[config.mk]
export PLATFORM = sky130hd
export DESIGN_NAME = sorted_ring_peer_table
export DESIGN_NICKNAME = d
export VERILOG_FILES = /design/src/sv/srpt_pkg.sv /design/src/sv/srpt_mem.sv /design/src/sv/srpt_cmp.sv /design/src/sv/sorted_ring_peer_table.sv
export SDC_FILE = /design/constraint.sdc
export NUM_CORES = 2
export LEC_CHECK = 0
export BUFFER_PORTS_ARGS = -buffer_cell sky130_fd_sc_hd__clkbuf_2
export CORE_ASPECT_RATIO = 1.5
export CORE_MARGIN = 2
export CORE_UTILIZATION = 63
export CTS_BUF_LIST = sky130_fd_sc_hd__clkbuf_16
export DETAILED_ROUTE_END_ITERATION = 12
export PLACE_DENSITY = 0.8
export SLEW_MARGIN = 10
export SYNTH_ARGS = -nofsm -noshare
export SYNTH_HDL_FRONTEND = slang
export SYNTH_SLANG_ARGS = --single-unit
[constraint.sdc]
create_clock -name clk -period 5.58 [get_ports clk]
set_input_delay 0.558 -clock clk [delete_from_list [all_inputs] [get_ports clk]]
set_output_delay 0.558 -clock clk [all_outputs]
set_load 0.01 [all_outputs]
[src/sv/srpt_pkg.sv]
// Shared types and constants for the sorted ring peer table.
// No dependencies; used by srpt_mem, srpt_cmp and sorted_ring_peer_table.
package srpt_pkg;

  localparam int TABLE_DEPTH = 32;
  localparam int IDX_W       = $clog2(TABLE_DEPTH);
  localparam int CNT_W       = $clog2(TABLE_DEPTH + 1);

  localparam int CMD_W       = 3;
  localparam int PORT_W      = 16;
  localparam int ADDR_W      = 32;
  localparam int POS_W       = 5;
  localparam int STATUS_W    = 3;
  localparam int COUNT_OUT_W = 6;
  localparam int ENTRY_W     = PORT_W + ADDR_W;

  typedef enum logic [CMD_W-1:0] {
    OP_INSERT = 3'd0,
    OP_REMOVE = 3'd1,
    OP_NEIGH  = 3'd2,
    OP_READ   = 3'd3,
    OP_MEMBER = 3'd4
  } op_t;

  typedef enum logic [STATUS_W-1:0] {
    ST_OK     = 3'd0,
    ST_FULL   = 3'd1,
    ST_DUP    = 3'd2,
    ST_ABSENT = 3'd3,
    ST_RANGE  = 3'd4
  } status_t;

  typedef enum logic [2:0] {
    S_IDLE,
    S_SCAN,
    S_DECIDE,
    S_SHIFT,
    S_PUT,
    S_RDWAIT,
    S_DONE
  } state_t;

  // write request into the entry store
  typedef struct packed {
    logic               en;
    logic [IDX_W-1:0]   addr;
    logic [ENTRY_W-1:0] data;
  } wr_req_t;

  // result of the shared key compare
  typedef struct packed {
    logic eq;
    logic lt;
  } cmp_res_t;

endpackage

[src/sv/srpt_mem.sv]
// Entry store: port and address per slot, one write and one registered read.
// Depends on srpt_pkg.
module srpt_mem (
  input  logic                         clk,
  input  srpt_pkg::wr_req_t            wr,
  input  logic [srpt_pkg::IDX_W-1:0]   rd_addr,
  output logic [srpt_pkg::ENTRY_W-1:0] rd_data
);

  logic [srpt_pkg::ENTRY_W-1:0] mem [srpt_pkg::TABLE_DEPTH];
  logic [srpt_pkg::ENTRY_W-1:0] rd_data_r;

  always_ff @(posedge clk) begin
    if (wr.en) begin
      mem[wr.addr] <= wr.data;
    end
    rd_data_r <= mem[rd_addr];
  end

  assign rd_data = rd_data_r;

endmodule

[src/sv/srpt_cmp.sv]
// Shared key comparator used by the scan: equality and less-than on ports.
// Depends on srpt_pkg.
module srpt_cmp (
  input  logic [srpt_pkg::PORT_W-1:0] key,
  input  logic [srpt_pkg::PORT_W-1:0] entry,
  output srpt_pkg::cmp_res_t          res
);

  always_comb begin
    res.eq = (entry == key);
    res.lt = (entry < key);
  end

endmodule

[src/sv/sorted_ring_peer_table.sv]
// Sorted ring peer table: sequencer around one entry store and one comparator.
// Each command scans the entries held, then decides and gives its result; a read adds a wait
// on the store, an insert adds a shift of the entries above its slot and a put, a remove adds a shift.
// Busy for the whole command, so a new command is taken only after the last result; results
// cannot be stalled. Reset clears the state, the count and the scan flags, not the entry store.
// Depends on srpt_pkg, srpt_mem, srpt_cmp.
module sorted_ring_peer_table (
  input  logic                             clk,
  input  logic                             rst_n,
  input  logic                             start,
  output logic                             busy,
  input  logic [srpt_pkg::CMD_W-1:0]       in_command,
  input  logic [srpt_pkg::PORT_W-1:0]      in_peer_port,
  input  logic [srpt_pkg::ADDR_W-1:0]      in_peer_address,
  input  logic [srpt_pkg::POS_W-1:0]       in_position,
  output logic                             out_valid,
  output logic [srpt_pkg::STATUS_W-1:0]    out_status,
  output logic                             out_is_member,
  output logic                             out_first_valid,
  output logic [srpt_pkg::PORT_W-1:0]      out_first_neighbour,
  output logic                             out_second_valid,
  output logic [srpt_pkg::PORT_W-1:0]      out_second_neighbour,
  output logic [srpt_pkg::PORT_W-1:0]      out_port_out,
  output logic [srpt_pkg::ADDR_W-1:0]      out_address_out,
  output logic [srpt_pkg::COUNT_OUT_W-1:0] out_count_out
);

  localparam int IDX_W  = srpt_pkg::IDX_W;
  localparam int CNT_W  = srpt_pkg::CNT_W;
  localparam int PORT_W = srpt_pkg::PORT_W;
  localparam int ADDR_W = srpt_pkg::ADDR_W;

  srpt_pkg::state_t state_r, state_nxt;

  logic [srpt_pkg::CMD_W-1:0]    cmd_r, cmd_nxt;
  logic [PORT_W-1:0]             key_r, key_nxt;
  logic [ADDR_W-1:0]             addr_r, addr_nxt;
  logic [srpt_pkg::POS_W-1:0]    pos_r, pos_nxt;
  logic [CNT_W-1:0]              count_r, count_nxt;
  logic [CNT_W-1:0]              ptr_r, ptr_nxt;
  logic                          dv_r, dv_nxt;
  logic [CNT_W-1:0]              di_r, di_nxt;
  logic                          found_r, found_nxt;
  logic [IDX_W-1:0]              idx_r, idx_nxt;
  logic [CNT_W-1:0]              slot_r, slot_nxt;
  logic [PORT_W-1:0]             first_r, first_nxt;
  logic [PORT_W-1:0]             last_r, last_nxt;
  logic [PORT_W-1:0]             prev_r, prev_nxt;
  logic [PORT_W-1:0]             pred_r, pred_nxt;
  logic [PORT_W-1:0]             next_r, next_nxt;
  logic                          want_next_r, want_next_nxt;
  srpt_pkg::status_t             status_r, status_nxt;
  logic                          fv_r, fv_nxt;
  logic [PORT_W-1:0]             fn_r, fn_nxt;
  logic                          sv_r, sv_nxt;
  logic [PORT_W-1:0]             sn_r, sn_nxt;
  logic [PORT_W-1:0]             pout_r, pout_nxt;
  logic [ADDR_W-1:0]             aout_r, aout_nxt;

  srpt_pkg::wr_req_t             wr;
  logic [IDX_W-1:0]              rd_addr;
  logic [srpt_pkg::ENTRY_W-1:0]  rd_data;
  logic [PORT_W-1:0]             rd_port;
  srpt_pkg::cmp_res_t            cmp;
  logic                          scan_issue;
  logic                          shift_issue;
  logic                          is_insert;
  logic                          accept;

  assign accept      = start && (state_r == srpt_pkg::S_IDLE);
  assign is_insert   = (cmd_r == srpt_pkg::OP_INSERT);
  assign rd_port     = rd_data[srpt_pkg::ENTRY_W-1:ADDR_W];
  assign scan_issue  = (ptr_r < count_r);
  assign shift_issue = is_insert ? (ptr_r > slot_r) : (ptr_r < count_r);

  srpt_mem u_mem (
    .clk     (clk),
    .wr      (wr),
    .rd_addr (rd_addr),
    .rd_data (rd_data)
  );

  srpt_cmp u_cmp (
    .key   (key_r),
    .entry (rd_port),
    .res   (cmp)
  );

  // next state
  always_comb begin
    state_nxt = state_r;
    case (state_r)
      srpt_pkg::S_IDLE: begin
        if (start) begin
          state_nxt = srpt_pkg::S_SCAN;
        end
      end
      srpt_pkg::S_SCAN: begin
        if (!scan_issue && !dv_r) begin
          state_nxt = srpt_pkg::S_DECIDE;
        end
      end
      srpt_pkg::S_DECIDE: begin
        case (cmd_r)
          srpt_pkg::OP_INSERT: begin
            if (!found_r && count_r < CNT_W'(srpt_pkg::TABLE_DEPTH)) begin
              state_nxt = srpt_pkg::S_SHIFT;
            end else begin
              state_nxt = srpt_pkg::S_DONE;
            end
          end
          srpt_pkg::OP_REMOVE: begin
            state_nxt = found_r ? srpt_pkg::S_SHIFT : srpt_pkg::S_DONE;
          end
          srpt_pkg::OP_READ: begin
            state_nxt = (CNT_W'(pos_r) < count_r) ? srpt_pkg::S_RDWAIT : srpt_pkg::S_DONE;
          end
          default: state_nxt = srpt_pkg::S_DONE;
        endcase
      end
      srpt_pkg::S_SHIFT: begin
        if (!shift_issue && !dv_r) begin
          state_nxt = is_insert ? srpt_pkg::S_PUT : srpt_pkg::S_DONE;
        end
      end
      srpt_pkg::S_PUT:    state_nxt = srpt_pkg::S_DONE;
      srpt_pkg::S_RDWAIT: state_nxt = srpt_pkg::S_DONE;
      srpt_pkg::S_DONE:   state_nxt = srpt_pkg::S_IDLE;
      default:            state_nxt = srpt_pkg::S_IDLE;
    endcase
  end

  // datapath and store control
  always_comb begin
    cmd_nxt       = cmd_r;
    key_nxt       = key_r;
    addr_nxt      = addr_r;
    pos_nxt       = pos_r;
    count_nxt     = count_r;
    ptr_nxt       = ptr_r;
    dv_nxt        = 1'b0;
    di_nxt        = di_r;
    found_nxt     = found_r;
    idx_nxt       = idx_r;
    slot_nxt      = slot_r;
    first_nxt     = first_r;
    last_nxt      = last_r;
    prev_nxt      = prev_r;
    pred_nxt      = pred_r;
    next_nxt      = next_r;
    want_next_nxt = want_next_r;
    status_nxt    = status_r;
    fv_nxt        = fv_r;
    fn_nxt        = fn_r;
    sv_nxt        = sv_r;
    sn_nxt        = sn_r;
    pout_nxt      = pout_r;
    aout_nxt      = aout_r;
    rd_addr       = ptr_r[IDX_W-1:0];
    wr.en         = 1'b0;
    wr.addr       = slot_r[IDX_W-1:0];
    wr.data       = {key_r, addr_r};

    case (state_r)
      srpt_pkg::S_IDLE: begin
        if (accept) begin
          cmd_nxt       = in_command;
          key_nxt       = in_peer_port;
          addr_nxt      = in_peer_address;
          pos_nxt       = in_position;
          ptr_nxt       = '0;
          found_nxt     = 1'b0;
          slot_nxt      = '0;
          want_next_nxt = 1'b0;
          status_nxt    = srpt_pkg::ST_OK;
          fv_nxt        = 1'b0;
          fn_nxt        = '0;
          sv_nxt        = 1'b0;
          sn_nxt        = '0;
          pout_nxt      = '0;
          aout_nxt      = '0;
        end
      end
      srpt_pkg::S_SCAN: begin
        if (scan_issue) begin
          ptr_nxt = ptr_r + 1'b1;
          dv_nxt  = 1'b1;
          di_nxt  = ptr_r;
        end
        if (dv_r) begin
          prev_nxt = rd_port;
          if (cmp.lt) begin
            slot_nxt = slot_r + 1'b1;
          end
          if (di_r == '0) begin
            first_nxt = rd_port;
          end
          if (di_r == count_r - 1'b1) begin
            last_nxt = rd_port;
          end
          if (want_next_r) begin
            next_nxt      = rd_port;
            want_next_nxt = 1'b0;
          end
          // ports are unique, so at most one hit
          if (cmp.eq) begin
            found_nxt     = 1'b1;
            idx_nxt       = di_r[IDX_W-1:0];
            pred_nxt      = prev_r;
            want_next_nxt = 1'b1;
          end
        end
      end
      srpt_pkg::S_DECIDE: begin
        rd_addr = pos_r;
        case (cmd_r)
          srpt_pkg::OP_INSERT: begin
            ptr_nxt = count_r;
            if (found_r) begin
              status_nxt = srpt_pkg::ST_DUP;
            end else if (count_r >= CNT_W'(srpt_pkg::TABLE_DEPTH)) begin
              status_nxt = srpt_pkg::ST_FULL;
            end
          end
          srpt_pkg::OP_REMOVE: begin
            ptr_nxt = CNT_W'(idx_r) + 1'b1;
            if (!found_r) begin
              status_nxt = srpt_pkg::ST_ABSENT;
            end
          end
          srpt_pkg::OP_NEIGH: begin
            if (!found_r) begin
              status_nxt = srpt_pkg::ST_ABSENT;
            end else if (count_r == CNT_W'(2)) begin
              fv_nxt = 1'b1;
              fn_nxt = (idx_r == '0) ? last_r : first_r;
            end else if (count_r > CNT_W'(2)) begin
              fv_nxt = 1'b1;
              fn_nxt = (idx_r == '0) ? last_r : pred_r;
              sv_nxt = 1'b1;
              sn_nxt = (CNT_W'(idx_r) == count_r - 1'b1) ? first_r : next_r;
            end
          end
          srpt_pkg::OP_READ: begin
            if (CNT_W'(pos_r) >= count_r) begin
              status_nxt = srpt_pkg::ST_RANGE;
            end
          end
          default: ;
        endcase
      end
      srpt_pkg::S_SHIFT: begin
        // read one slot per cycle, write it one place over on the next
        if (shift_issue) begin
          dv_nxt = 1'b1;
          if (is_insert) begin
            rd_addr = IDX_W'(ptr_r - 1'b1);
            ptr_nxt = ptr_r - 1'b1;
            di_nxt  = ptr_r - 1'b1;
          end else begin
            rd_addr = ptr_r[IDX_W-1:0];
            ptr_nxt = ptr_r + 1'b1;
            di_nxt  = ptr_r;
          end
        end
        if (dv_r) begin
          wr.en   = 1'b1;
          wr.addr = is_insert ? IDX_W'(di_r + 1'b1) : IDX_W'(di_r - 1'b1);
          wr.data = rd_data;
        end
        if (!shift_issue && !dv_r && !is_insert) begin
          count_nxt = count_r - 1'b1;
        end
      end
      srpt_pkg::S_PUT: begin
        wr.en     = 1'b1;
        count_nxt = count_r + 1'b1;
      end
      srpt_pkg::S_RDWAIT: begin
        pout_nxt = rd_port;
        aout_nxt = rd_data[ADDR_W-1:0];
      end
      default: ;
    endcase
  end

  always_ff @(posedge clk) begin
    if (!rst_n) begin
      state_r     <= srpt_pkg::S_IDLE;
      count_r     <= '0;
      dv_r        <= 1'b0;
      want_next_r <= 1'b0;
    end else begin
      state_r     <= state_nxt;
      count_r     <= count_nxt;
      dv_r        <= dv_nxt;
      want_next_r <= want_next_nxt;
    end
  end

  always_ff @(posedge clk) begin
    cmd_r    <= cmd_nxt;
    key_r    <= key_nxt;
    addr_r   <= addr_nxt;
    pos_r    <= pos_nxt;
    ptr_r    <= ptr_nxt;
    di_r     <= di_nxt;
    found_r  <= found_nxt;
    idx_r    <= idx_nxt;
    slot_r   <= slot_nxt;
    first_r  <= first_nxt;
    last_r   <= last_nxt;
    prev_r   <= prev_nxt;
    pred_r   <= pred_nxt;
    next_r   <= next_nxt;
    status_r <= status_nxt;
    fv_r     <= fv_nxt;
    fn_r     <= fn_nxt;
    sv_r     <= sv_nxt;
    sn_r     <= sn_nxt;
    pout_r   <= pout_nxt;
    aout_r   <= aout_nxt;
  end

  assign busy                 = (state_r != srpt_pkg::S_IDLE);
  assign out_valid            = (state_r == srpt_pkg::S_DONE);
  assign out_status           = status_r;
  assign out_is_member        = found_r;
  assign out_first_valid      = fv_r;
  assign out_first_neighbour  = fn_r;
  assign out_second_valid     = sv_r;
  assign out_second_neighbour = sn_r;
  assign out_port_out         = pout_r;
  assign out_address_out      = aout_r;
  assign out_count_out        = srpt_pkg::COUNT_OUT_W'(count_r);

  a_count_bound: assert property (@(posedge clk) disable iff (!rst_n)
    count_r <= CNT_W'(srpt_pkg::TABLE_DEPTH))
    else $error("entry count beyond table depth");

  a_single_strobe: assert property (@(posedge clk) disable iff (!rst_n)
    out_valid |=> !out_valid)
    else $error("result strobe longer than one cycle");

  a_accept_busy: assert property (@(posedge clk) disable iff (!rst_n)
    (start && !busy) |=> busy)
    else $error("transfer accepted but block not busy");

  a_full_count: assert property (@(posedge clk) disable iff (!rst_n)
    (out_valid && out_status == srpt_pkg::ST_FULL) |->
      (count_r == CNT_W'(srpt_pkg::TABLE_DEPTH)))
    else $error("full status with room left");

  a_neigh_order: assert property (@(posedge clk) disable iff (!rst_n)
    (out_valid && out_second_valid) |-> out_first_valid)
    else $error("second neighbour without first");

endmodule

==> Yosys cells after proc, flatten, opt, wreduce, memory -nomap -nowiden <==
Memories as Yosys holds them, arrays and structs flattened. A register that Yosys moved wholly into a read port is not among the register bits.
Index checks and enable logic that the tools add are counted.
{ "word_totals": {"wordCells": 192, "in_bits": 59, "n_memories": 1, "ram_bits": 1536, "register_bits": 256, "out_inout_bits": 94} }
{ "op_classes": {"n_reduce_logical": 40, "order_cmp": 8, "n_eq_ne": 33, "addsub": 8, "muxes": 77} }
{ "mem_list": {"columns": ["name", "words", "width", "read_ports", "rd_ports_with_merged_regs", "write_ports", "line", "text"], "rows": [
  ["u_mem.mem", 32, 48, 1, 1, 1, "srpt_mem.sv:10", "logic [srpt_pkg::ENTRY_W-1:0] mem [srpt_pkg::TABLE_DEPTH];"]
]} }
{ "op_table": {"columns": ["op", "n"], "rows": [
  ["$mux 16", 12],
  ["$pmux 16 s2", 3],
  ["$pmux 32 s2", 1],
  ["$mux 6", 10],
  ["$mux 54", 1],
  ["$mux 53", 1],
  ["$pmux 6 s2", 4],
  ["$mux 32", 1],
  ["$mux 3", 10],
  ["$ne 2x2->1 const B", 13],
  ["$pmux 6 s4", 1],
  ["$reduce_and 3->1", 7],
  ["$add 6x1->6 const B", 3],
  ["$pmux 3 s3", 2],
  ["$mux 1", 17],
  ["$eq 16x16->1", 1],
  ["$lt 16x16->1", 1],
  ["$mux 5", 3],
  ["$pmux 3 s5", 1],
  ["$eq 3x2->1 const B", 4],
  ["$pmux 1 s2", 6],
  ["$reduce_and 6->1", 2],
  ["$sub 6x1->6 const B", 2],
  ["$pmux 5 s2", 1],
  ["33 further kinds", 59]
]} }

==> Logic depth before layout (Yosys ltp) <==
{ "depth": {"word_depth": 8, "ltp_mapped": 14, "ltp_nobuf": 11} }

==> Cells and area by module <==
A second synthesis with hierarchy kept.
{ "unflattened": {"cells_unflattened": 4270, "hier_area_um2": 72847.4} }
{ "by_module_without_submodules": {"columns": ["module", "n_inst", "cells_each", "seq_area_each_um2", "area_each_um2"], "rows": [
  ["srpt_mem", 1, 3364, 47085.2, 60724.5],
  ["sorted_ring_peer_table", 1, 851, 7577.3, 11717.5],
  ["srpt_cmp", 1, 55, 0.0, 405.4]
]} }

==> Least setup slack after synthesis <==
Ideal clock, no wire load.
{ "synth_path": {"path_kind": "reg2reg", "startpoint": "register cmd_r[1] in the netlist's numbering", "endpoint": "memory u_mem.mem[12][0] in the netlist's numbering (enable)", "path_buffers": 1, "setup_slack_ns": 0.704, "t_required_ns": 5.126, "setup_time_ns": 0.454, "synth_period_minus_slack_ns": 4.876, "path_stages_with_launch": 12, "t_arrival_ns": 4.422, "cell_sequence": "edfxtp_1 or3_1 buf_6 clkinv_1 fa_1 inv_1 a21o_1 a21oi_1 xnor2_1 o21ai_0 or3_1 nor2_1"} }
{ "synth_via": {"elab_chain_cells": 4} }
{ "synth_lines": {"columns": ["element", "line", "text"], "rows": [
  ["from (decl)", "sorted_ring_peer_table.sv:35", "logic [srpt_pkg::CMD_W-1:0] cmd_r, cmd_nxt;"],
  ["from (signal assigned)", "sorted_ring_peer_table.sv:302", "cmd_r <= cmd_nxt;"],
  ["$logic_not 3->1", "sorted_ring_peer_table.sv:71", "assign is_insert = (cmd_r == srpt_pkg::OP_INSERT);"],
  ["$mux 5", "sorted_ring_peer_table.sv:268", "wr.addr = is_insert ? IDX_W'(di_r + 1'b1) : IDX_W'(di_r - 1'b1);"],
  ["$mux 54", "sorted_ring_peer_table.sv:266", "if (dv_r) begin"],
  ["$mux 53", "sorted_ring_peer_table.sv:164", "case (state_r)"],
  ["to (decl)", "srpt_mem.sv:10", null]
]} }
Every way passes these cells.

==> Worst setup path in the final report <==
{ "layout_path": {"startpoint": "register cmd_r[0] in the netlist's numbering", "endpoint": "register u_mem.rd_data_r (netlist bit u_mem.rd_data[28]) (read register of u_mem.mem)"} }
{ "layout_via": {"elab_chain_cells": 4, "elab_cells_between_ends": 5, "cone_classes": "mux: 4; reduce/logical: 1"} }
{ "layout_lines": {"columns": ["element", "line", "text"], "rows": [
  ["$logic_not 3->1 (*)", "sorted_ring_peer_table.sv:71", null],
  ["$mux 5 or $mux 1 (tied branches)", "sorted_ring_peer_table.sv:256, sorted_ring_peer_table.sv:74", null],
  ["$mux 5 (*)", "sorted_ring_peer_table.sv:254", "if (shift_issue) begin"],
  ["$pmux 5 s2 (*)", "sorted_ring_peer_table.sv:164", null],
  ["to (decl)", "srpt_mem.sv:11", "logic [srpt_pkg::ENTRY_W-1:0] rd_data_r;"]
]} }
Every way passes the cells marked *; elsewhere a longest branch is shown, timed or not.
A chain may end at the register's enable or synchronous reset.

==> results.yml <==
run_status:
  outcome: "completed"
finish:
  drive_gt1_share_pct: 15.2
  register_area_mm2: 0.0547
  fill_cells: 7189
  fin_nets: 5132
  multi_input_area_mm2: 0.0187
  syn2layout_area_growth_pct: 11.4
yosys:
  synth_top_area_share_pct: 70.1
  synth_flop_cell: "edfxtp_1"
  synth_edf_count: 1781
  synth_seq_cells: 1840
  syn_nets: 5093
  synth_area_mm2: 0.0763
  synth_area_leader_cell: "edfxtp_1"
  synth_most_common_cell: "edfxtp_1"
  synth.area.top_cells: "edfxtp_1, o2111ai_1, mux2_2"
  synth_cell_types: 74
  seq_area_frac_synth_pct: 71.7
  ys_async_sr_fraction_pct: 0
  synth_cells: 4988
  yosys_warnings: 0
  syn_area_per_cell_um2: 15.3
  synth_top_cells_by_count: "edfxtp_1, o2111ai_1, clkbuf_1"
sta:
  setup_ws_ns: 0.854
  max_freq_mhz: 212
  worst_clock_skew_ns: 0.0302
  setup_tns_ns: 0
  slew_headroom_pct: 17.6
  hold_ws_ns: 0.186
  hold_viol_final: 0
  rsz0062_at_grt: "no"
  worst_pin_slew_ns: 1.24
  min_period_ns: 4.73
  finalCritPeriodShare_pct: 84.7
  slew_violations: 0
  setup_viol_count_final: 0
setup_path:
  timing.rr.start: "cmd_r[0]"
  end_kind: "flop"
  crit_fanout: 101
  critPathRequiredTime_ns: 6.24
  crit_path_start_kind: "flop"
  crit_type: "reg2reg"
  worstSetupStartpoint: "cmd_r[0]"
  cp.arrival_ns: 5.39
pwr:
  power_mw: 45.0
  vdd.ir_drop.worst_mv: 0.717
  p_per_area_mw_per_mm2: 530
  cellLeakagePower_nw: 28.5
drt:
  vias_per_cell: 7.52
  final_antenna_net_count: 0
  wl_per_cell_um: 32.7
  drtIter0Drc: 9120
  num_vias: 50700
  first_pass_iters: 9
  drc: 0
  wl_um: 220000
job:
  drv_cap: 0
global_routing:
  grtUsageMet2_pct: 56.2
  grtUsageMet3_pct: 9.51
  use_met1_pct: 43.4
  antenna_found_initial: 6
  gr-usage-all-layers_pct: 35.1
  grt_overflow: 0
  grt_pass1_wl_um: 321000
  grt_max_degree: 120
  grt_pass1_vias: 50000
  top_usage_layer: "met2"
place:
  dp_hpwl_um: 113000
  gp_congestion: 0.860
  io_buffers: 152
  dp_slack_ns: 0.986
floorplan:
  die_area_mm2: 0.124
  die_w_um: 288
  ios: 153
  num_rows: 156
  core_mm2: 0.120
  start_util_pct: 63.4
  die_h_um: 430
clocking:
  worstSkewPairLatency_ns: 0.81
  htreeDepth: 4
  numCtsBuffers: 159
  clock_sinks: 1840
  cts_resized: 0
  cts_tree: "yes"
  clockBufferDepth: 3
  clkSlewWorstSetupHoldPaths_ns: 0.06
  cts_root_buffer: "clkbuf_16"
worst_hold_path:
  min_path_type: "in2reg"
  min_from: "rst_n"
==> worst max-delay path: stages (launching register included) <==
cell and delay [ns]:
edfxtp_1 0.51, or3_1 0.62, ha_1 0.39, nand2_1 0.11, inv_1 0.12, a31o_4 0.46, nor3_4 0.65, buf_12 0.48
buf_12 0.32, mux2_1 0.36, o2111ai_1 0.25, nor4_1 0.12
==> per-layer routing <==
layer,vias up,share of wire (%)
met4,8,6.0
met1,24600,33
met3,913,13
li1,20600,-
met2,4584,48
met5,-,0.023
==> area by class of cell <==
class / count / share of cell area [%]
sequential: 1840 / 64.3
multi-input combinational: 2323 / 22.1
clock buffer: 164 / 4.83
timing repair buffer: 367 / 3.87
tap: 1580 / 2.33
inverter: 336 / 1.49
clock inverter: 123 / 1.08
antenna: 2 / 0.00589
==> state kept, by name, summed over array words and instances, names as in the netlist, 3 cells and up <==
name / flops
u_mem.mem: 1536
u_mem.rd_data: 48
addr_r: 32
out_address_out: 32
first_r: 16
key_r: 16
last_r: 16
next_r: 16
out_first_neighbour: 16
out_port_out: 16
out_second_neighbour: 16
pred_r: 16
prev_r: 16
di_r: 6
out_count_out: 6
ptr_r: 6
slot_r: 6
idx_r: 5
pos_r: 5
cmd_r: 3
out_status: 3
state_r: 3
==> where the power goes <==
part / switching (mW) / leakage [nW] / total, mW / internal (mW)
registers: 0.634 / 16.6 / 17.4 / 16.8
logic: 11.9 / 9.34 / 16.8 / 4.94
clock network: 4.93 / 2.59 / 10.8 / 5.89
==> worst paths after layout <==
| check | to | slack (ns) | depth (start not counted) |
|---|---|---|---|
| max | u_mem.rd_data[28] | 0.85 | 11 |
| max reg2reg | u_mem.rd_data[28] | 0.85 | 11 |
| min | out_count_out[4] | 0.19 | 2 |
| min reg2reg | pred_r[12] | 0.42 | 0 |
==> cell families (layout without fill, tap and decap cells) <==
kind of cell / after synthesis / in the layout / share of synthesized area (%)
flops: 1840 / 1840 / 71.7
compound gates: 998 / 998 / 10.6
simple gates: 825 / 825 / 6.35
buf+inv: 825 / 990 / 4.35
mux: 417 / 417 / 5.86
fa+ha+maj: 46 / 46 / 0.764
xor+xnor: 37 / 37 / 0.425
other cells: 0 / 2 / 0
==> through the flow <==
stage                     utilization [%]  std cells  instance area [um^2]
after detailed placement             66.0       6390                 79400
after CTS                            70.7       6733                 85000
after global placement               66.0       6390                 79400
final                                70.7       6735                 85000
after floorplan                         -       4988                 76300
after global routing                 70.7       6735                 85000
==> what timing repair did <==
item,4_1_cts,5_1_grt
setup buffers,0,0
hold endpoints to repair,56,0
hold buffers,56,0
==> cell usage in the layout, fill, tap and decap left out, types with 9 or more instances in the layout <==
cell type | netlist | layout
nor4_1 | 235 | 233
clkbuf_16 | 0 | 164
clkinv_1 | 2 | 33
and2_1 | 11 | 10
nand3_1 | 22 | 20
a21oi_1 | 28 | 26
mux2i_1 | 178 | 178
xnor2_1 | 27 | 27
and3_1 | 50 | 48
nor3_1 | 10 | 10
nor2b_1 | 12 | 11
mux2_2 | 169 | 169
nor4_2 | 9 | 11
nor2_1 | 109 | 76
nand2_1 | 42 | 38
xor2_1 | 10 | 10
o21a_1 | 10 | 9
dlygate4sd3_1 | 0 | 56
o2111ai_1 | 624 | 624
o21ai_0 | 23 | 21
clkbuf_2 | 0 | 152
bufinv_16 | 0 | 12
buf_12 | 0 | 62
buf_4 | 16 | 97
o221ai_1 | 49 | 49
a211oi_1 | 18 | 17
dfxtp_1 | 59 | 58
nor2_4 | 0 | 33
inv_1 | 334 | 371
nand4_1 | 294 | 294
ha_1 | 45 | 45
mux2_1 | 70 | 70
a31oi_1 | 196 | 193
edfxtp_1 | 1781 | 1781
clkinv_2 | 0 | 25
Power figures use the tool's default switching activity.
